<file path="src/hdl/hhl_pkg.sv">
`default_nettype none
// ============================================================================
// HTML highlight lexer package
// Shared types, byte constants and character-class helpers of the lexer.
// ============================================================================
package hhl_pkg;

    localparam int BYTE_W  = 8;
    localparam int CLS_W   = 3;
    localparam int MAX_RES = 4;
    localparam int IDX_W   = $clog2(MAX_RES);
    localparam int CNT_W   = $clog2(MAX_RES + 1);

    localparam logic [BYTE_W-1:0] CH_NUL   = 8'h00;
    localparam logic [BYTE_W-1:0] CH_LF    = 8'h0A;
    localparam logic [BYTE_W-1:0] CH_LT    = 8'h3C;
    localparam logic [BYTE_W-1:0] CH_AMP   = 8'h26;
    localparam logic [BYTE_W-1:0] CH_GT    = 8'h3E;
    localparam logic [BYTE_W-1:0] CH_DQ    = 8'h22;
    localparam logic [BYTE_W-1:0] CH_SQ    = 8'h27;
    localparam logic [BYTE_W-1:0] CH_BANG  = 8'h21;
    localparam logic [BYTE_W-1:0] CH_SEMI  = 8'h3B;
    localparam logic [BYTE_W-1:0] CH_DASH  = 8'h2D;
    localparam logic [BYTE_W-1:0] CH_SPACE = 8'h20;

    typedef enum logic [2:0] {
        M_TEXT, M_TAG, M_STR2, M_STR1, M_WORD, M_ENT, M_DTD, M_CMT
    } t_mode;

    typedef enum logic [CLS_W-1:0] {
        C_TEXT    = 3'd0,
        C_TAG     = 3'd1,
        C_STRING  = 3'd2,
        C_ENTITY  = 3'd3,
        C_COMMENT = 3'd4,
        C_KEYWORD = 3'd5
    } t_cls;

    // Where the open span starts after a byte: unchanged, at the current
    // offset, one past it, or two past it (saturated).
    typedef enum logic [1:0] {SP_KEEP, SP_P, SP_I, SP_P2} t_span_sel;

    typedef struct packed {
        logic      emit_tag;
        logic      emit_text;
        logic      set_mode;
        t_mode     mode;
        t_span_sel span_sel;
    } t_tag_res;

    typedef struct packed {
        logic             load;
        logic [CNT_W-1:0] n;
    } t_load_ctl;

    function automatic logic is_alpha(logic [BYTE_W-1:0] c);
        return (c >= 8'h61 && c <= 8'h7A) || (c >= 8'h41 && c <= 8'h5A);
    endfunction

    function automatic logic is_alnum(logic [BYTE_W-1:0] c);
        return is_alpha(c) || (c >= 8'h30 && c <= 8'h39);
    endfunction

    function automatic logic is_space(logic [BYTE_W-1:0] c);
        return (c == CH_SPACE) || (c >= 8'h09 && c <= 8'h0D);
    endfunction

    // Decision for one byte seen in tag mode. bang_ok is true when the '!'
    // stands one place after the span start, i.e. directly after '<'.
    function automatic t_tag_res tag_eval(logic [BYTE_W-1:0] c, logic is_end,
                                          logic bang_ok);
        t_tag_res r;
        r = '{emit_tag: 1'b0, emit_text: 1'b0, set_mode: 1'b0,
              mode: M_TAG, span_sel: SP_KEEP};
        if (is_end) begin
            r.emit_tag = 1'b1;
        end else if (c == CH_GT) begin
            r.emit_tag  = 1'b1;
            r.emit_text = 1'b1;
            r.set_mode  = 1'b1;
            r.mode      = M_TEXT;
            r.span_sel  = SP_I;
        end else if (c == CH_DQ) begin
            r.emit_tag = 1'b1;
            r.set_mode = 1'b1;
            r.mode     = M_STR2;
            r.span_sel = SP_P;
        end else if (c == CH_SQ) begin
            r.emit_tag = 1'b1;
            r.set_mode = 1'b1;
            r.mode     = M_STR1;
            r.span_sel = SP_P;
        end else if (c == CH_BANG) begin
            if (bang_ok) begin
                r.emit_tag = 1'b1;
                r.set_mode = 1'b1;
                r.mode     = M_DTD;
            end
        end else if (is_alpha(c)) begin
            r.emit_tag = 1'b1;
            r.set_mode = 1'b1;
            r.mode     = M_WORD;
            r.span_sel = SP_P;
        end
        return r;
    endfunction

endpackage
`default_nettype wire

</file>
<file path="src/hdl/hhl_if.sv">
`default_nettype none
// ============================================================================
// HTML highlight lexer channels
// Valid/ready channels for input bytes and for colour-change results.
// ============================================================================
interface hhl_in_if;
    import hhl_pkg::*;
    logic              valid;
    logic              ready;
    logic [BYTE_W-1:0] char_byte;
    logic [BYTE_W-1:0] next_byte;
    logic              first_of_line;

    modport source (output valid, output char_byte, output next_byte,
                    output first_of_line, input ready);
    modport sink   (input valid, input char_byte, input next_byte,
                    input first_of_line, output ready);
endinterface

interface hhl_out_if #(parameter int OFF_W = 13);
    import hhl_pkg::*;
    logic             valid;
    logic             ready;
    logic [OFF_W-1:0] color_offset;
    logic [CLS_W-1:0] color_class;
    logic             last_result;

    modport source (output valid, output color_offset, output color_class,
                    output last_result, input ready);
    modport sink   (input valid, input color_offset, input color_class,
                    input last_result, output ready);
endinterface
`default_nettype wire

</file>
<file path="src/hdl/hhl_lex.sv">
`default_nettype none
// ============================================================================
// HTML highlight lexer step
// Input register, lexer state and the single-pass decode of one byte.
// ============================================================================
module hhl_lex #(
    parameter int MAX_LINE = 4096,
    parameter int OFF_W    = 13
) (
    input  wire                                          i_clk,
    input  wire                                          i_rst_n,
    hhl_in_if.sink                                       i_item,
    input  wire                                          i_q_free,
    output hhl_pkg::t_load_ctl                           o_ld,
    output logic [hhl_pkg::MAX_RES-1:0][OFF_W-1:0]       o_res_off,
    output logic [hhl_pkg::MAX_RES-1:0][hhl_pkg::CLS_W-1:0] o_res_cls
);
    import hhl_pkg::*;

    localparam int SUM_W = OFF_W + 2;
    localparam logic [SUM_W-1:0] MAX_W = SUM_W'(MAX_LINE);

    typedef struct packed {
        logic [CNT_W-1:0]                n;
        logic [MAX_RES-1:0][OFF_W-1:0]   off;
        logic [MAX_RES-1:0][CLS_W-1:0]   cls;
    } t_emits;

    function automatic t_emits push(t_emits e, logic [OFF_W-1:0] off, t_cls cls);
        t_emits r;
        r = e;
        if (e.n < CNT_W'(MAX_RES)) begin
            r.off[e.n[IDX_W-1:0]] = off;
            r.cls[e.n[IDX_W-1:0]] = cls;
            r.n = e.n + CNT_W'(1);
        end
        return r;
    endfunction

    // Input register
    logic              r_in_vld;
    logic [BYTE_W-1:0] r_char;
    logic [BYTE_W-1:0] r_next;
    logic              r_first;

    // Lexer state
    t_mode             r_mode;
    logic [OFF_W-1:0]  r_span;
    logic [OFF_W-1:0]  r_line;
    logic [BYTE_W-1:0] r_prev0;
    logic [BYTE_W-1:0] r_prev1;
    logic              r_skip;

    t_mode             n_mode;
    logic [OFF_W-1:0]  n_span;
    logic              n_skip;
    t_span_sel         sp_sel;

    logic              fire;
    logic [OFF_W-1:0]  s_cur, p, i_off, p2_off;
    logic [SUM_W-1:0]  s_w, p_w, i_w, p2_w;
    logic [BYTE_W-1:0] h0, h1;
    logic              skip, is_end, dash2, dtd_open, txt_chg;
    logic [BYTE_W-1:0] quote;
    t_tag_res          tr_tag, tr_word;
    t_emits            em;

    // No byte is taken while reset is held.
    assign fire         = r_in_vld && i_q_free;
    assign i_item.ready = i_rst_n && (!r_in_vld || fire);

    always_ff @(posedge i_clk) begin
        if (!i_rst_n) begin
            r_in_vld <= 1'b0;
        end else if (i_item.valid && i_item.ready) begin
            r_in_vld <= 1'b1;
        end else if (fire) begin
            r_in_vld <= 1'b0;
        end
    end

    always_ff @(posedge i_clk) begin
        if (i_item.valid && i_item.ready) begin
            r_char  <= i_item.char_byte;
            r_next  <= i_item.next_byte;
            r_first <= i_item.first_of_line;
        end
    end

    // A first byte of a line clears offset, span, history and the skip flag.
    assign s_cur = r_first ? '0 : r_span;
    assign p     = r_first ? '0 : r_line;
    assign h0    = r_first ? '0 : r_prev0;
    assign h1    = r_first ? '0 : r_prev1;
    assign skip  = r_first ? 1'b0 : r_skip;

    assign s_w    = SUM_W'(s_cur);
    assign p_w    = SUM_W'(p);
    assign i_w    = (p_w + SUM_W'(1) > MAX_W) ? MAX_W : p_w + SUM_W'(1);
    assign p2_w   = (p_w + SUM_W'(2) > MAX_W) ? MAX_W : p_w + SUM_W'(2);
    assign i_off  = i_w[OFF_W-1:0];
    assign p2_off = p2_w[OFF_W-1:0];

    assign is_end   = (r_char == CH_NUL) || (r_char == CH_LF);
    assign dash2    = (r_char == CH_DASH) && (r_next == CH_DASH);
    assign dtd_open = dash2 && (i_w == s_w + SUM_W'(3)) &&
                      (h0 == CH_BANG) && (h1 == CH_LT);
    assign txt_chg  = (r_char == CH_LT) || (r_char == CH_AMP);
    assign quote    = (r_mode == M_STR2) ? CH_DQ : CH_SQ;

    assign tr_tag  = tag_eval(r_char, is_end, i_w == s_w + SUM_W'(2));
    assign tr_word = tag_eval(r_char, is_end, i_w == p_w + SUM_W'(2));

    // Next state
    always_comb begin
        n_mode = r_mode;
        n_skip = 1'b0;
        sp_sel = SP_KEEP;
        if (!skip) begin
            case (r_mode)
                M_TEXT: begin
                    if (r_char == CH_LT) begin
                        n_mode = M_TAG;
                    end else if (r_char == CH_AMP) begin
                        n_mode = M_ENT;
                    end
                    if ((is_end || txt_chg) && (s_w < i_w)) begin
                        sp_sel = SP_P;
                    end
                end
                M_TAG: begin
                    if (tr_tag.set_mode) begin
                        n_mode = tr_tag.mode;
                    end
                    sp_sel = tr_tag.span_sel;
                end
                M_STR2, M_STR1: begin
                    if (r_char == quote) begin
                        n_mode = M_TAG;
                        sp_sel = SP_I;
                    end
                end
                M_WORD: begin
                    if (!is_alnum(r_char)) begin
                        n_mode = M_TAG;
                        sp_sel = SP_P;
                        if (tr_word.set_mode) begin
                            n_mode = tr_word.mode;
                        end
                        if (tr_word.span_sel != SP_KEEP) begin
                            sp_sel = tr_word.span_sel;
                        end
                    end
                end
                M_ENT: begin
                    if (is_end) begin
                        n_mode = M_TEXT;
                    end else if (r_char == CH_SEMI) begin
                        n_mode = M_TEXT;
                        sp_sel = SP_I;
                    end else if (is_space(r_char)) begin
                        n_mode = M_TEXT;
                    end
                end
                M_DTD: begin
                    if (dtd_open) begin
                        n_mode = M_CMT;
                        sp_sel = SP_P;
                    end else if (r_char == CH_GT) begin
                        n_mode = M_TEXT;
                        sp_sel = SP_I;
                    end
                end
                M_CMT: begin
                    if (dash2) begin
                        n_mode = M_DTD;
                        sp_sel = SP_P2;
                        n_skip = 1'b1;
                    end
                end
                default: begin
                    n_mode = M_TEXT;
                end
            endcase
        end
    end

    always_comb begin
        case (sp_sel)
            SP_P:    n_span = p;
            SP_I:    n_span = i_off;
            SP_P2:   n_span = p2_off;
            default: n_span = s_cur;
        endcase
    end

    // Colour changes caused by this byte, in order
    always_comb begin
        em = '0;
        if (r_first) begin
            em = push(em, '0, C_TEXT);
        end
        if (!skip) begin
            case (r_mode)
                M_TEXT: begin
                    if ((is_end || txt_chg) && (s_w < i_w)) begin
                        em = push(em, s_cur, C_TEXT);
                    end
                end
                M_TAG: begin
                    if (tr_tag.emit_tag) begin
                        em = push(em, s_cur, C_TAG);
                    end
                    if (tr_tag.emit_text) begin
                        em = push(em, i_off, C_TEXT);
                    end
                end
                M_STR2, M_STR1: begin
                    if ((r_char == quote) || is_end) begin
                        em = push(em, s_cur, C_STRING);
                    end
                end
                M_WORD: begin
                    if (!is_alnum(r_char)) begin
                        em = push(em, s_cur, C_KEYWORD);
                        if (tr_word.emit_tag) begin
                            em = push(em, p, C_TAG);
                        end
                        if (tr_word.emit_text) begin
                            em = push(em, i_off, C_TEXT);
                        end
                    end
                end
                M_ENT: begin
                    if (is_end) begin
                        em = push(em, s_cur, C_TEXT);
                    end else if (r_char == CH_SEMI) begin
                        em = push(em, s_cur, C_ENTITY);
                    end
                end
                M_DTD: begin
                    if (dtd_open || (r_char == CH_GT) || is_end) begin
                        em = push(em, s_cur, C_TAG);
                    end
                end
                M_CMT: begin
                    if (dash2 || is_end) begin
                        em = push(em, s_cur, C_COMMENT);
                    end
                end
                default: begin
                    em = em;
                end
            endcase
        end
    end

    assign o_ld.load = fire;
    assign o_ld.n    = em.n;
    assign o_res_off = em.off;
    assign o_res_cls = em.cls;

    always_ff @(posedge i_clk) begin
        if (!i_rst_n) begin
            r_mode  <= M_TEXT;
            r_span  <= '0;
            r_line  <= '0;
            r_prev0 <= '0;
            r_prev1 <= '0;
            r_skip  <= 1'b0;
        end else if (fire) begin
            r_mode  <= n_mode;
            r_span  <= n_span;
            r_line  <= i_off;
            r_prev0 <= r_char;
            r_prev1 <= h0;
            r_skip  <= n_skip;
        end
    end

endmodule
`default_nettype wire

</file>
<file path="src/hdl/hhl_res_q.sv">
`default_nettype none
// ============================================================================
// HTML highlight lexer result queue
// Holds one byte's colour changes; hands out one per cycle unless stalled.
// ============================================================================
module hhl_res_q #(
    parameter int OFF_W = 13
) (
    input  wire                                             i_clk,
    input  wire                                             i_rst_n,
    input  wire hhl_pkg::t_load_ctl                         i_ld,
    input  wire [hhl_pkg::MAX_RES-1:0][OFF_W-1:0]           i_res_off,
    input  wire [hhl_pkg::MAX_RES-1:0][hhl_pkg::CLS_W-1:0]  i_res_cls,
    output logic                                            o_free,
    hhl_out_if.source                                       o_color
);
    import hhl_pkg::*;

    logic [CNT_W-1:0] r_cnt;
    logic [OFF_W-1:0] r_off  [MAX_RES];
    logic [CLS_W-1:0] r_cls  [MAX_RES];
    logic             r_last [MAX_RES];
    logic             pop;

    assign pop    = o_color.valid && o_color.ready;
    assign o_free = (r_cnt == '0) || ((r_cnt == CNT_W'(1)) && pop);

    always_ff @(posedge i_clk) begin
        if (!i_rst_n) begin
            r_cnt <= '0;
        end else if (i_ld.load) begin
            r_cnt <= i_ld.n;
        end else if (pop) begin
            r_cnt <= r_cnt - CNT_W'(1);
        end
    end

    // The entry at the head is shown; a pop moves the rest one place on.
    always_ff @(posedge i_clk) begin
        if (i_ld.load) begin
            for (int k = 0; k < MAX_RES; k++) begin
                r_off[k]  <= i_res_off[k];
                r_cls[k]  <= i_res_cls[k];
                r_last[k] <= (CNT_W'(k + 1) == i_ld.n);
            end
        end else if (pop) begin
            for (int k = 0; k < MAX_RES - 1; k++) begin
                r_off[k]  <= r_off[k+1];
                r_cls[k]  <= r_cls[k+1];
                r_last[k] <= r_last[k+1];
            end
        end
    end

    assign o_color.valid        = (r_cnt != '0);
    assign o_color.color_offset = r_off[0];
    assign o_color.color_class  = r_cls[0];
    assign o_color.last_result  = r_last[0];

endmodule
`default_nettype wire

</file>
<file path="src/hdl/html_highlight_lexer_core.sv">
`default_nettype none
// ============================================================================
// HTML highlight lexer core
// Byte-at-a-time HTML lexer that reports colour changes for highlighting.
// ============================================================================
// Usage. Each item on i_item is one byte of a line, the byte after it (for
// the dash lookahead of comments) and a flag marking the first byte of a line.
// Each byte yields zero to four items on o_color, each an offset and a colour
// class; the last item belonging to a byte carries last_result. The lexer mode
// carries over from line to line.
// A byte accepted on i_item passes the input register and then the result
// queue before its first colour change shows on o_color. Throughput: one byte
// per cycle while each byte gives at most one result and the receiver is ready;
// a byte with more results holds the lexer while the queue drains one per cycle.
// Reset (synchronous, active low) returns the lexer to plain text with all
// offsets and history cleared and empties the result queue. When the receiver
// stalls, results wait in the queue, the next byte waits in the input
// register, and i_item.ready falls once both are occupied.
// ============================================================================
module html_highlight_lexer_core #(
    parameter int MAX_LINE = 4096
) (
    input  wire        i_clk,
    input  wire        i_rst_n,
    hhl_in_if.sink     i_item,
    hhl_out_if.source  o_color
);
    import hhl_pkg::*;

    // Offsets run from 0 up to and including the line size.
    localparam int OFF_W = $clog2(MAX_LINE + 1);

    t_load_ctl                     w_ld;
    logic                          w_q_free;
    logic [MAX_RES-1:0][OFF_W-1:0] w_res_off;
    logic [MAX_RES-1:0][CLS_W-1:0] w_res_cls;

    // The lexer step decodes one registered byte per cycle whenever the
    // result queue will be empty at the next edge.
    hhl_lex #(
        .MAX_LINE (MAX_LINE),
        .OFF_W    (OFF_W)
    ) u_lex (
        .i_clk     (i_clk),
        .i_rst_n   (i_rst_n),
        .i_item    (i_item),
        .i_q_free  (w_q_free),
        .o_ld      (w_ld),
        .o_res_off (w_res_off),
        .o_res_cls (w_res_cls)
    );

    // The queue holds every colour change of one byte and presents them in
    // order, and the next byte is decoded only once the queue is about to empty.
    hhl_res_q #(
        .OFF_W (OFF_W)
    ) u_res_q (
        .i_clk     (i_clk),
        .i_rst_n   (i_rst_n),
        .i_ld      (w_ld),
        .i_res_off (w_res_off),
        .i_res_cls (w_res_cls),
        .o_free    (w_q_free),
        .o_color   (o_color)
    );

`ifndef SYNTH
    // A byte is decoded only when its results cannot overwrite waiting ones.
    a_load_when_free: assert property (@(posedge i_clk) disable iff (!i_rst_n)
        w_ld.load |-> w_q_free)
        else $error("byte decoded while the result queue was still busy");

    // A result that is not the last of its byte is always followed by another.
    a_batch_complete: assert property (@(posedge i_clk) disable iff (!i_rst_n)
        (o_color.valid && o_color.ready && !o_color.last_result) |=> o_color.valid)
        else $error("results of one byte ended without last_result");

    // A byte never gives more colour changes than the queue can hold.
    a_count_bound: assert property (@(posedge i_clk) disable iff (!i_rst_n)
        w_ld.load |-> (w_ld.n <= CNT_W'(MAX_RES)))
        else $error("too many results for one byte");
`endif

endmodule
`default_nettype wire

</file>
<file path="src/flat_wrapper.sv">
// flat-port wrapper written by rule: the top's interface ports become plain ports
module html_highlight_lexer_core_flat import hhl_pkg::*;
#(
    parameter int MAX_LINE = 4096
)
  (i_clk, i_rst_n, i_item_valid, i_item_char_byte, i_item_next_byte, i_item_first_of_line, i_item_ready, o_color_valid, o_color_color_offset, o_color_color_class, o_color_last_result, o_color_ready);
  hhl_in_if i_item_i ();
  hhl_out_if #(.OFF_W((13))) o_color_i ();
  input  wire i_clk;
  input  wire i_rst_n;
  input wire logic [$bits(i_item_i.valid)-1:0] i_item_valid;
  input wire logic [$bits(i_item_i.char_byte)-1:0] i_item_char_byte;
  input wire logic [$bits(i_item_i.next_byte)-1:0] i_item_next_byte;
  input wire logic [$bits(i_item_i.first_of_line)-1:0] i_item_first_of_line;
  output wire logic [$bits(i_item_i.ready)-1:0] i_item_ready;
  output wire logic [$bits(o_color_i.valid)-1:0] o_color_valid;
  output wire logic [$bits(o_color_i.color_offset)-1:0] o_color_color_offset;
  output wire logic [$bits(o_color_i.color_class)-1:0] o_color_color_class;
  output wire logic [$bits(o_color_i.last_result)-1:0] o_color_last_result;
  input wire logic [$bits(o_color_i.ready)-1:0] o_color_ready;
  assign i_item_i.valid = i_item_valid;
  assign i_item_i.char_byte = i_item_char_byte;
  assign i_item_i.next_byte = i_item_next_byte;
  assign i_item_i.first_of_line = i_item_first_of_line;
  assign i_item_ready = i_item_i.ready;
  assign o_color_valid = o_color_i.valid;
  assign o_color_color_offset = o_color_i.color_offset;
  assign o_color_color_class = o_color_i.color_class;
  assign o_color_last_result = o_color_i.last_result;
  assign o_color_i.ready = o_color_ready;
  html_highlight_lexer_core #(.MAX_LINE(MAX_LINE)) u_core (.i_clk(i_clk), .i_rst_n(i_rst_n), .i_item(i_item_i), .o_color(o_color_i));
endmodule
</file>
<file path="config.mk">
export PLATFORM = sky130hd
export DESIGN_NAME = html_highlight_lexer_core_flat
export DESIGN_NICKNAME = d
export VERILOG_FILES = /design/src/hdl/hhl_pkg.sv /design/src/hdl/hhl_if.sv /design/src/hdl/hhl_lex.sv /design/src/hdl/hhl_res_q.sv /design/src/hdl/html_highlight_lexer_core.sv /design/src/flat_wrapper.sv
export SDC_FILE = /design/constraint.sdc
export NUM_CORES = 1
export LEC_CHECK = 0
export BUFFER_PORTS_ARGS = -buffer_cell sky130_fd_sc_hd__buf_4
export CORE_ASPECT_RATIO = 1.1
export CORE_MARGIN = 3
export CORE_UTILIZATION = 45
export CTS_CLUSTER_SIZE = 28
export DETAILED_ROUTE_END_ITERATION = 6
export SETUP_SLACK_MARGIN = 0.5
export SLEW_MARGIN = 10
export SYNTH_ARGS = -nofsm -noshare
export SYNTH_HDL_FRONTEND = slang
export SYNTH_HIERARCHICAL = 1
export SYNTH_SLANG_ARGS = --single-unit
</file>
<file path="constraint.sdc">
create_clock -name i_clk -period 9 [get_ports i_clk]
set_clock_uncertainty 0.05 [all_clocks]
set_input_delay 1.35 -clock i_clk [delete_from_list [all_inputs] [get_ports i_clk]]
set_output_delay 1.35 -clock i_clk [all_outputs]
set_load 0.02 [all_outputs]
</file>
# Yosys cells after proc, flatten, opt, wreduce, memory -nomap -nowiden
# Memory sizes are Yosys's and may differ from the RTL's.
# Cells that the tools add are included.
# Widths: inputs -> output; s select.
dict set report op_classes {
  n_addsub 9
  magnitude_cmp 23
  eq_ne 39
  n_mux 133
  n_bitwise 34
  reduce_logical 40
}
# operator n
set op_table {}
lappend op_table {{$mux 67} 29}
lappend op_table {{$pmux 67 s7} 1}
lappend op_table {{$bwmux 52} 4}
lappend op_table {{$mux 13} 10}
lappend op_table {{$demux 13 s2} 4}
lappend op_table {{$eq 8x6->1 const B} 12}
lappend op_table {{$mux 3} 22}
lappend op_table {{$mux 65} 1}
lappend op_table {{$add 13x2->14 const B} 3}
lappend op_table {{$eq 14x14->1} 3}
lappend op_table {{$mux 6} 7}
lappend op_table {{$pmux 13 s3} 1}
lappend op_table {{$and 12x12->12} 3}
lappend op_table {{$not 12->12} 3}
lappend op_table {{$and 8x8->8} 4}
lappend op_table {{$not 8->8} 4}
lappend op_table {{$mux 1} 29}
lappend op_table {{$demux 3 s2} 4}
lappend op_table {{$pmux 3 s7} 1}
lappend op_table {{$mux 2} 10}
lappend op_table {{$logic_and 1x1->1} 18}
lappend op_table {{$ge 8x7->1 const B} 2}
lappend op_table {{$le 8x7->1 const B} 2}
lappend op_table {{$mux 4} 4}
lappend op_table {{other kinds (44)} 97}
dict set report totals {
  regBits 67
  mem_bits_rw 68
  inputBits 21
  word_cells 292
  mem_count 3
}
# memory depth word_bits read_ports rd_ports_with_merged_regs write_ports line
set mem_list {}
lappend mem_list {u_core.u_res_q.r_off 4 13 4 0 4 hhl_res_q.sv:20} ;# logic [OFF_W-1:0] r_off [MAX_RES];
lappend mem_list {u_core.u_res_q.r_cls 4 3 4 0 4 hhl_res_q.sv:21} ;# logic [CLS_W-1:0] r_cls [MAX_RES];
lappend mem_list {u_core.u_res_q.r_last 4 1 4 0 4 hhl_res_q.sv:22} ;# logic r_last [MAX_RES];

# Depth between registers and ports, before layout
# Gate-level depths: netlist of run 1.
dict set report logic_depth {
  word_depth 35
  depth_mapped 34
  mapped_depth_nobuf 28
}

# By module
# Netlist of run 1, hierarchy kept.
# mod instances cells_each area_each_um2 seq_area_each_um2
set modules_own_cells {}
lappend modules_own_cells {hhl_lex 1 990 7043.0 1451.4}
lappend modules_own_cells {hhl_res_q 1 158 3129.3 2102.0}

# Least setup slack after synthesis of run 1
# Ideal clock, no wire load.
dict set report synth_timing {
  path_type {reg-to-reg}
  startpoint {register u_core.u_lex.r_first}
  endpoint {memory u_core.u_res_q.r_last[1] (data pin)}
  arrival_ns 7.158
  slack_ns 1.532
  path_stages_with_launch 34
  period_less_slack_ns 7.468
  path_cell_list {edfxtp_1 > buf_2 > buf_6 > buf_2 > buf_2 > buf_1 > nor2b_1 > ha_1 > and3_1 > buf_2 > nand2_1 > a211oi_1 > or3_1 > o31ai_1 > clkbuf_1 > nand2_1 > inv_1 > ha_1 > or4_1 > nor4b_1 > nand4_1 > nor4_1 > nand3_1 > or4_1 > or4_4 > nand2_2 > ha_1 > mux2i_1 > nand2_1 > o21ai_0 > a221oi_1 > a31oi_1 > nor3b_1 > mux2_4}
}
# item line
set synth_lines {}
lappend synth_lines {{start, declared} hhl_lex.sv:44} ;# logic r_first;
lappend synth_lines {{start signal, assigned} hhl_lex.sv:86} ;# r_first <= i_item.first_of_line;
lappend synth_lines {{end, declared} hhl_res_q.sv:22}

==> results of run 1 <==
[logic make-up (layout without fill, tap and decap cells)]
kind of cell	count (synthesis)	count (layout)	share of synthesized area
AO/OA/AOI/OAI	259	259	0.177
XOR/XNOR	40	40	0.0358
adder cells (fa/ha/maj)	35	35	0.0431
buffers and inverters	123	124	0.0587
flip-flops	135	135	0.349
multiplexers	66	66	0.0900
other	1	5	0.000369
AND/OR/NAND/NOR	489	489	0.245
[state kept, by name, indices dropped and copies added, names as in the netlist]
register,count
u_core/u_lex/r_span,13
u_core/u_lex/r_next,8
u_core/u_lex/r_prev0,8
u_core/u_lex/r_prev1,8
u_core/u_lex/r_mode,3
u_core/u_res_q/r_off,52
u_core/u_lex/r_skip,1
u_core/u_res_q/r_last,4
u_core/u_res_q/r_cls,12
u_core/u_lex/r_first,1
u_core/u_res_q/r_cnt,3
u_core/u_lex/r_in_vld,1
u_core/u_lex/r_char,8
u_core/u_lex/r_line,13
[through the flow]
| stage | hold slack (ns) | worst slack, ns |
|---|---|---|
| 6_report | 0.403 | 1.40 |
| 5_1_grt | 0.431 | 1.01 |
| 4_1_cts | 0.403 | 1.49 |
| 3_5_place_dp | 0.395 | 1.49 |
| 3_3_place_gp | 0.390 | 1.72 |
| 2_1_floorplan | 0.382 | 1.53 |
[path summary, 6_finish.rpt]
check                                             start                  endpoint  slack, ns  cells after the start
worst max-delay path               u_core/u_lex/r_first  u_core/u_res_q/r_last[1]       1.40                     27
worst min register to register  u_core/u_lex/r_prev0[0]   u_core/u_lex/r_prev0[0]       0.40                      2
worst min-delay path            u_core/u_lex/r_prev0[0]   u_core/u_lex/r_prev0[0]       0.40                      2
worst max register to register     u_core/u_lex/r_first  u_core/u_res_q/r_last[1]       1.40                     27
[worst max-delay path, cell delays in order (launching register included)]
cell	delay, ns
edfxtp_1	0.38
buf_4	0.27
nor2b_1	0.42
ha_1	0.44
and3_1	0.34
a41oi_1	0.22
or3_1	0.60
o31ai_1	0.13
buf_4	0.25
nand2_1	0.16
inv_1	0.13
ha_1	0.29
or4_1	0.43
nor4b_1	0.31
nand4_1	0.15
nor4_1	0.25
nand3_1	0.12
or4_1	0.41
or4_4	0.47
nand2_2	0.13
ha_1	0.23
mux2i_1	0.13
nand2_1	0.06
o21ai_0	0.10
a221oi_1	0.09
a31oi_1	0.42
nor3b_1	0.10
mux2_4	0.27
[area by class of cell]
class / instances / area [um^2]
Clock inverter: 14 / 165
Sequential cell: 135 / 3550
Inverter: 39 / 146
Tap cell: 295 / 369
Multi-Input combinational cell: 894 / 6050
Timing Repair Buffer: 53 / 398
Fill cell: 2109 / 11100
Clock buffer: 18 / 429
[layout by cell type, fill, tap and decap left out, types with 7 or more instances in the layout]
master       n
nor2_1     143
nand2_1    119
edfxtp_1    85
a21oi_1     77
buf_4       53
dfxtp_1     50
mux2_4      50
inv_1       36
o21ai_0     35
ha_1        35
nand3_1     34
nor3_1      30
xnor2_1     26
and3_1      18
nor2b_1     18
clkbuf_16   17
nor4_1      17
nand2b_1    15
nand4_1     15
xor2_1      13
mux2i_1     12
a32oi_1     12
a211oi_1    11
a31o_1      11
o31ai_1     10
nand4b_1     9
a31oi_1      9
a22oi_1      8
nor3b_1      7
o211ai_1     7
or4_1        7
or2_2        7
[power groups by stage]
stage | sequential [mW] | clock, mW | combinational (mW)
final | 0.892 | 0.731 | 0.545
after global routing | 0.908 | 0.772 | 0.586
after detailed placement | 0.905 | 0 | 0.546
after floorplan | 0.925 | 0 | 0.370
after global placement | 0.903 | 0 | 0.543
after CTS | 0.894 | 0.747 | 0.546
[layer usage]
metal  up-vias  global-route usage  wire, um
met4         0               0.125      1580
met5         -                   0         0
met1      4371               0.363     14100
li1       4208                   -         -
met2       410               0.456     16000
met3        86              0.0447      2120
==> results.py, run 1 <==
metrics = {
    "run_status": {
        "run_status": "finished clean",
    },
    "synthesis": {
        "synth_area_leader_cell": "edfxtp_1",
        "synth_area_per_cell_um2": 8.86,
        "synth_area_um2": 10200,
        "synth_common_cells": "nor2_1 (143), nand2_1 (120), edfxtp_1 (85)",
        "netlist_instances": 1148,
        "async_flop_share": 0,
        "yosysSeqAreaShare": 0.349,
        "synth-main-ff-cell": "edfxtp_1",
        "synth-seq-cells": 135,
        "yosysMostFrequentCell": "nor2_1",
        "yosysUniqueCellTypes": 97,
        "synth.top_cells.by_area": "edfxtp_1 (25%), dfxtp_1 (9.8%), mux2_4 (7.4%)",
        "synth_edf_count": 85,
        "ys_warn_count": 6,
        "synth_top_area_share": 0.251,
    },
    "global_route": {
        "grt_start_max_net_pins": 55,
        "antenna_found_initial": 0,
        "grt_pass1_vias": 8594,
        "grt_first_pass_wirelength_um": 51800,
        "grt_overflow": 0,
        "grt_use_total": 0.279,
    },
    "routing": {
        "num_vias": 9075,
        "wl_per_cell_um": 23.4,
        "drc_errors": 0,
        "finalWirelength_um": 33800,
        "drtAntennaViolNets": 0,
        "drt_iter0_drc": 843,
        "drt-vias-per-instance": 6.27,
        "first_pass_iters": 5,
    },
    "timing": {
        "fmax_mhz": 132,
        "slew_headroom": 0.138,
        "period_share": 0.844,
        "hold_violations": 0,
        "period_minus_slack_ns": 7.60,
        "tightest_slew_ns": 1.29,
        "final.setup.tns_ns": 0,
        "drv_slew": 0,
        "setup_viol": 0,
        "rsz0062_at_grt": "false",
    },
    "die": {
        "rows": 57,
        "coreArea_um2": 22200,
        "die_area_um2": 24400,
        "start_util": 0.459,
        "io_pins": 40,
        "die_w_um": 149,
        "fp.dieH_um": 164,
    },
    "pwr": {
        "comb_power_share": 0.251,
        "p_total_mw": 2.17,
        "switching_power_mw": 0.693,
        "power_leakage_nw": 4.11,
        "power_frac_clock": 0.337,
        "pwr-share-seq": 0.411,
        "internal-power_mw": 1.48,
        "p_sw_frac": 0.320,
        "power_density_nw_per_um2": 195,
        "ir_drop_v": 0.000249,
    },
    "finish": {
        "layout-drive-gt1-share": 0.151,
        "final_cells": 1448,
        "nNetsFinal": 1196,
        "fin_area_um2": 11100,
        "final_core_util": 0.501,
        "antennaDiodeCount": 0,
        "area_delta_synth_final_pct": 9.23,
    },
    "clock_tree": {
        "path_clk_slew_ns": 0.07,
        "cts_tree": "yes",
        "cts_resized": 0,
        "post_cts_buffers": 0,
        "clock-sinks": 135,
        "clk_path_buf_depth": 2,
        "htreeDepth": 4,
        "clk-insertion-delay-late_ns": 0.43,
        "numCtsBuffers": 17,
        "cts_root_buffer": "clkbuf_16",
        "holdBufCountCts": 0,
    },
    "critical_path": {
        "crit_type": "flop to flop",
        "crit_path_end_kind": "flop",
        "worstSetupStartpointType": "flop",
        "crit_path_max_fanout": 38,
        "required_ns": 9.13,
        "critPathArrivalTime_ns": 7.72,
    },
    "placed_design": {
        "port_buffers": 39,
        "dp.cells": 1416,
        "place.gp.congestion": 1.03,
        "post_dp_cell_area_um2": 10500,
        "hpwl_um": 24200,
    },
    "flow_run": {
        "maxCapViolations": 0,
    },
    "worst_hold_path": {
        "worstHoldPathType": "flop to flop",
    },
}
(Power assumes the default switching activity.)
==> run 2, diff against run 1 <==
Clock period 9 ns to 6.7 ns, I/O delays scaled along.
==> run 2 against run 1 <==
Compared with the run above: design area up 3.7%; final cell count up 2.3%; non-clock buffer count up 34; utilization up 1.9 points; register-to-register slack worse by 0.74 ns; clock power up 30%; largest power group unchanged.
==> results.py, run 2 (synthesis gave the netlist of run 1 again) <==
metrics = {
    "run_status": {
        "run_status": "finished clean",
    },
    "finish": {
        "final_core_util": 0.520,
        "antennaDiodeCount": 0,
        "largestRegisters": "u_core/u_res_q/r_off: 52 flops, u_core/u_lex/r_line: 13 flops, u_core/u_lex/r_span: 13 flops",
        "final_cell_mix": "nor2_1 (141), nand2_1 (117), buf_4 (86)",
        "layout-drive-gt1-share": 0.201,
        "largest_reg_flops": 52,
        "final_common_cell": "nor2_1",
        "final_cells": 1482,
        "top_register": "u_core/u_res_q/r_off",
        "area_delta_synth_final_pct": 13.3,
        "nNetsFinal": 1230,
        "fin_area_um2": 11500,
    },
    "critical_path": {
        "worstSetupStartpointType": "flop",
        "critPathArrivalTime_ns": 6.17,
        "crit_path_max_fanout": 15,
        "rr_worst_depth": 23,
        "crit_path_end_kind": "flop",
        "required_ns": 6.83,
        "ff2ff_setup_slack_ns": 0.66,
        "r2r_start": "u_core/u_lex/r_first",
        "crit_type": "flop to flop",
        "r2r-end": "u_core/u_res_q/r_off[1][9]",
    },
    "clock_tree": {
        "path_clk_slew_ns": 0.07,
        "clk_path_buf_depth": 2,
        "holdBufCountCts": 0,
        "cts_root_buffer": "clkbuf_16",
        "htreeDepth": 4,
        "cts_tree": "yes",
        "numCtsBuffers": 17,
        "clk-insertion-delay-late_ns": 0.43,
        "clock-sinks": 135,
    },
    "global_route": {
        "antenna_found_initial": 0,
        "grt_pass1_vias": 8914,
        "grt_use_total": 0.270,
        "grt_overflow": 0,
        "grt_first_pass_wirelength_um": 50900,
        "grt_start_max_net_pins": 54,
    },
    "pwr": {
        "power_leakage_nw": 4.29,
        "ir_drop_v": 0.000318,
        "power_density_nw_per_um2": 252,
        "p_total_mw": 2.91,
    },
    "timing": {
        "period_minus_slack_ns": 6.04,
        "fmax_mhz": 165,
        "period_share": 0.902,
        "finalWorstSetupSlack_ns": 0.656,
        "fin_hold_ws_ns": 0.413,
        "slew_headroom": 0.278,
        "final.setup.tns_ns": 0,
        "setup_viol": 0,
        "drv_slew": 0,
        "tightest_slew_ns": 1.07,
        "rsz0062_at_grt": "true",
        "hold_violations": 0,
    },
    "placed_design": {
        "hpwl_um": 23700,
        "dp.cells": 1438,
        "post-place-ws_ns": 0.475,
        "post_dp_cell_area_um2": 10800,
        "place.gp.congestion": 0.973,
        "port_buffers": 39,
    },
    "routing": {
        "wl_per_cell_um": 22.4,
        "first_pass_iters": 7,
        "drt_iter0_drc": 923,
        "finalWirelength_um": 33200,
        "drc_errors": 0,
        "drtAntennaViolNets": 0,
        "drt-vias-per-instance": 6.27,
        "num_vias": 9285,
    },
    "worst_hold_path": {
        "hold_path_end": "u_core/u_lex/r_prev0[0]",
        "worstHoldPathType": "flop to flop",
        "holdPathStages": 2,
        "min_from": "u_core/u_lex/r_prev0[0]",
    },
    "flow_run": {
        "maxCapViolations": 0,
    },
    "die": {
        "die_area_um2": 24400,
        "io_pins": 40,
        "fp.dieH_um": 164,
        "start_util": 0.459,
        "rows": 57,
        "die_w_um": 149,
        "coreArea_um2": 22200,
    },
}
-- run 2: cell types whose count changed in the layout (fill, tap and decap cells not counted), moves of 3 or more --
| cell | delta |
|---|---|
| ha_4 | +3 |
| buf_4 | +33 |
| ha_1 | -3 |
| inv_1 | -3 |
| nand2_4 | +3 |
-- run 2: repair_timing --
item                       4_1_cts  5_1_grt
hold endpoints to repair         0        0
setup buffers                    0       12
pin swaps                        1        2
setup endpoints to repair        3       30
resized for setup                1       19
-- run 2: how the worst max path moves through the flow --
stage | startpoint | endpoint | cells after the start
3_3_place_gp | u_core/u_lex/r_first | u_core/u_res_q/r_last[1] | 28
5_1_grt | u_core/u_lex/r_first | u_core/u_res_q/r_last[2] | 28
6_report | u_core/u_lex/r_first | u_core/u_res_q/r_off[1][9] | 23
3_5_place_dp | u_core/u_lex/r_line[3] | u_core/u_res_q/r_last[1] | 24
2_1_floorplan | u_core/u_lex/r_first | u_core/u_res_q/r_last[1] | 32
4_1_cts | u_core/u_lex/r_first | u_core/u_res_q/r_last[2] | 28
-- run 2: final cells by class --
type | instances | area [um^2]
multi-input cells | 894 | 6220
inverters | 39 | 151
well taps | 295 | 369
clock inverters | 13 | 140
flip-flops and latches | 135 | 3560
clock buffers | 19 | 433
fillers | 2143 | 10700
repair buffers | 87 | 657
-- run 2: power breakdown --
part / leakage (nW) / internal [mW] / switching (mW)
sequential: 1.23 / 1.12 / 0.0704
clock: 0.268 / 0.525 / 0.427
combinational: 2.79 / 0.319 / 0.444
total: 4.29 / 1.97 / 0.941
-- run 2: per-layer routing --
metal	vias to the layer above	wire length (um)	GRT usage
li1	4286	-	-
met3	99	2240	0.0466
met5	-	0	0
met4	0	1620	0.129
met2	426	15800	0.443
met1	4474	13600	0.346
-- run 2: critical path, stage by stage, from the launching register on --
cell,delay (ns)
edfxtp_1,0.47
buf_4,0.18
buf_4,0.19
nand2b_1,0.29
xnor2_2,0.24
or3_4,0.38
o31ai_4,0.30
buf_6,0.17
nand2_1,0.07
ha_1,0.28
nand2b_1,0.18
a2111o_1,0.39
a211o_1,0.28
a2111o_1,0.37
or2_1,0.30
nand3_1,0.17
ha_1,0.22
nor2_1,0.08
a21oi_1,0.19
nor2_1,0.07
buf_4,0.21
a32oi_1,0.37
nor2_1,0.09
mux2_4,0.26
==> run 3, diff against run 2 <==
Settings changed: CORE_MARGIN 3 to unset.
==> run 3 against run 2 <==
Compared with the run above: global-route usage up 1.9 points; fmax shrank 0.50%; die area fell by 5.1%; combinational power is 0.9% lower; largest cell class unchanged.
==> results.py, run 3 (synthesis gave the netlist of run 1 again) <==
metrics = {
    "critical_path": {
        "crit_buf_inv": 3,
        "critPathArrivalTime_ns": 6.32,
        "crit_slowest_cell": "edfxtp_1",
        "cpPeakStageDelay_ns": 0.50,
        "ff2ff_setup_slack_ns": 0.63,
        "required_ns": 6.94,
        "critPathTopFamily": "simple AND/OR/NAND/NOR gates",
        "cp.depth": 25,
        "crit_path_max_fanout": 9,
        "crit_path_end_kind": "flop",
        "crit_type": "flop to flop",
        "rr_worst_depth": 25,
        "worstSetupStartpointType": "flop",
    },
    "pwr": {
        "power_leakage_nw": 4.31,
        "internal-power_mw": 2.01,
        "power_frac_clock": 0.334,
        "power_density_nw_per_um2": 254,
        "pwr-share-seq": 0.408,
        "comb_power_share": 0.259,
        "switching_power_mw": 0.921,
        "ir_drop_v": 0.000250,
        "p_sw_frac": 0.315,
    },
    "clock_tree": {
        "numCtsBuffers": 17,
        "cts_root_buffer": "clkbuf_16",
        "cts_tree": "yes",
        "clock-sinks": 135,
        "clk-insertion-delay-late_ns": 0.43,
        "path_clk_slew_ns": 0.06,
        "htreeDepth": 4,
        "clk_path_buf_depth": 2,
        "holdBufCountCts": 0,
    },
    "finish": {
        "area_delta_synth_final_pct": 13.4,
        "final_cells": 1479,
        "final_cell_mix": "nor2_1 (141), nand2_1 (117), edfxtp_1 (85)",
        "final_common_cell": "nor2_1",
        "fin_area_um2": 11500,
        "top_register": "u_core/u_res_q/r_off",
        "largestRegisters": "u_core/u_res_q/r_off: 52 flops, u_core/u_lex/r_line: 13 flops, u_core/u_lex/r_span: 13 flops",
        "nNetsFinal": 1227,
        "largest_reg_flops": 52,
        "layout-drive-gt1-share": 0.198,
        "antennaDiodeCount": 0,
    },
    "die": {
        "coreArea_um2": 22100,
        "start_util": 0.460,
        "io_pins": 40,
        "fp.dieH_um": 160,
        "die_w_um": 145,
        "die_area_um2": 23200,
        "rows": 57,
    },
    "global_route": {
        "grt_pass1_vias": 8824,
        "antenna_found_initial": 0,
        "grt_start_max_net_pins": 52,
        "grt_use_total": 0.289,
        "grt_first_pass_wirelength_um": 51400,
        "grt_overflow": 0,
    },
    "timing": {
        "rsz0062_at_grt": "true",
        "fin_hold_ws_ns": 0.407,
        "drv_slew": 0,
        "setup_viol": 0,
        "period_share": 0.907,
        "finalWorstSetupSlack_ns": 0.626,
        "hold_violations": 0,
        "fmax_mhz": 165,
        "slew_headroom": 0.136,
        "tightest_slew_ns": 1.29,
        "period_minus_slack_ns": 6.07,
        "final.setup.tns_ns": 0,
    },
    "routing": {
        "drt-vias-per-instance": 6.14,
        "finalWirelength_um": 32900,
        "num_vias": 9086,
        "wl_per_cell_um": 22.2,
        "first_pass_iters": 5,
        "drc_errors": 0,
        "drt_iter0_drc": 759,
        "drtAntennaViolNets": 0,
    },
    "flow_run": {
        "maxCapViolations": 0,
    },
    "placed_design": {
        "post_dp_cell_area_um2": 10800,
        "post-place-ws_ns": 0.281,
        "place.gp.congestion": 0.966,
        "hpwl_um": 23700,
        "dp.cells": 1435,
        "port_buffers": 39,
    },
    "run_status": {
        "run_status": "finished clean",
    },
    "worst_hold_path": {
        "worstHoldPathType": "flop to flop",
        "holdPathStages": 2,
    },
}
run 3: layout make-up:
| class | instances | area, um^2 |
|---|---|---|
| Clock buffer | 19 | 443 |
| Clock inverter | 13 | 161 |
| Fill cell | 2126 | 10600 |
| Inverter | 39 | 151 |
| Multi-Input combinational cell | 894 | 6220 |
| Sequential cell | 135 | 3560 |
| Tap cell | 295 | 369 |
| Timing Repair Buffer | 84 | 638 |
run 3: power groups by stage:
stage	clock network, mW	logic [mW]	registers (mW)
after CTS	0.997	0.758	1.20
after global routing	1.03	0.811	1.21
after global placement	0	0.739	1.21
after detailed placement	0	0.745	1.21
final	0.976	0.757	1.19
after floorplan	0	0.512	1.24
run 3: layer usage:
metal  share of wire  track usage
met1            0.41        0.364
met2            0.48        0.477
met3           0.059       0.0497
met4           0.043        0.146
met5               0            0
run 3: metrics by stage:
step | power [mW] | util
after floorplan | 1.76 | -
after global placement | 1.94 | 0.486
after detailed placement | 1.96 | 0.486
after CTS | 2.95 | 0.519
after global routing | 3.05 | 0.522
final | 2.93 | 0.522
run 3: what timing repair did:
action                                  4_1_cts  5_1_grt
buffers inserted                             12        0
pin swaps                                     8        5
endpoints found under the setup margin       10       17
gates cloned                                  0        0
resized for setup                            10       11
run 3: final timing paths:
path / to / from
max: u_core/u_res_q/r_off[1][4] / u_core/u_lex/r_first
min: u_core/u_lex/r_prev0[0] / u_core/u_lex/r_prev0[0]
max reg2reg: u_core/u_res_q/r_off[1][4] / u_core/u_lex/r_first
min reg2reg: u_core/u_lex/r_prev0[0] / u_core/u_lex/r_prev0[0]
run 3: worst register-to-register path, delay by kind of cell (launching register included):
| kind | cells | cell delay, ns |
|---|---|---|
| compound gates | 7 | 1.82 |
| fa+ha+maj | 3 | 0.80 |
| buf+inv | 3 | 0.44 |
| flops | 1 | 0.50 |
| mux | 1 | 0.21 |
| simple gates | 11 | 2.09 |
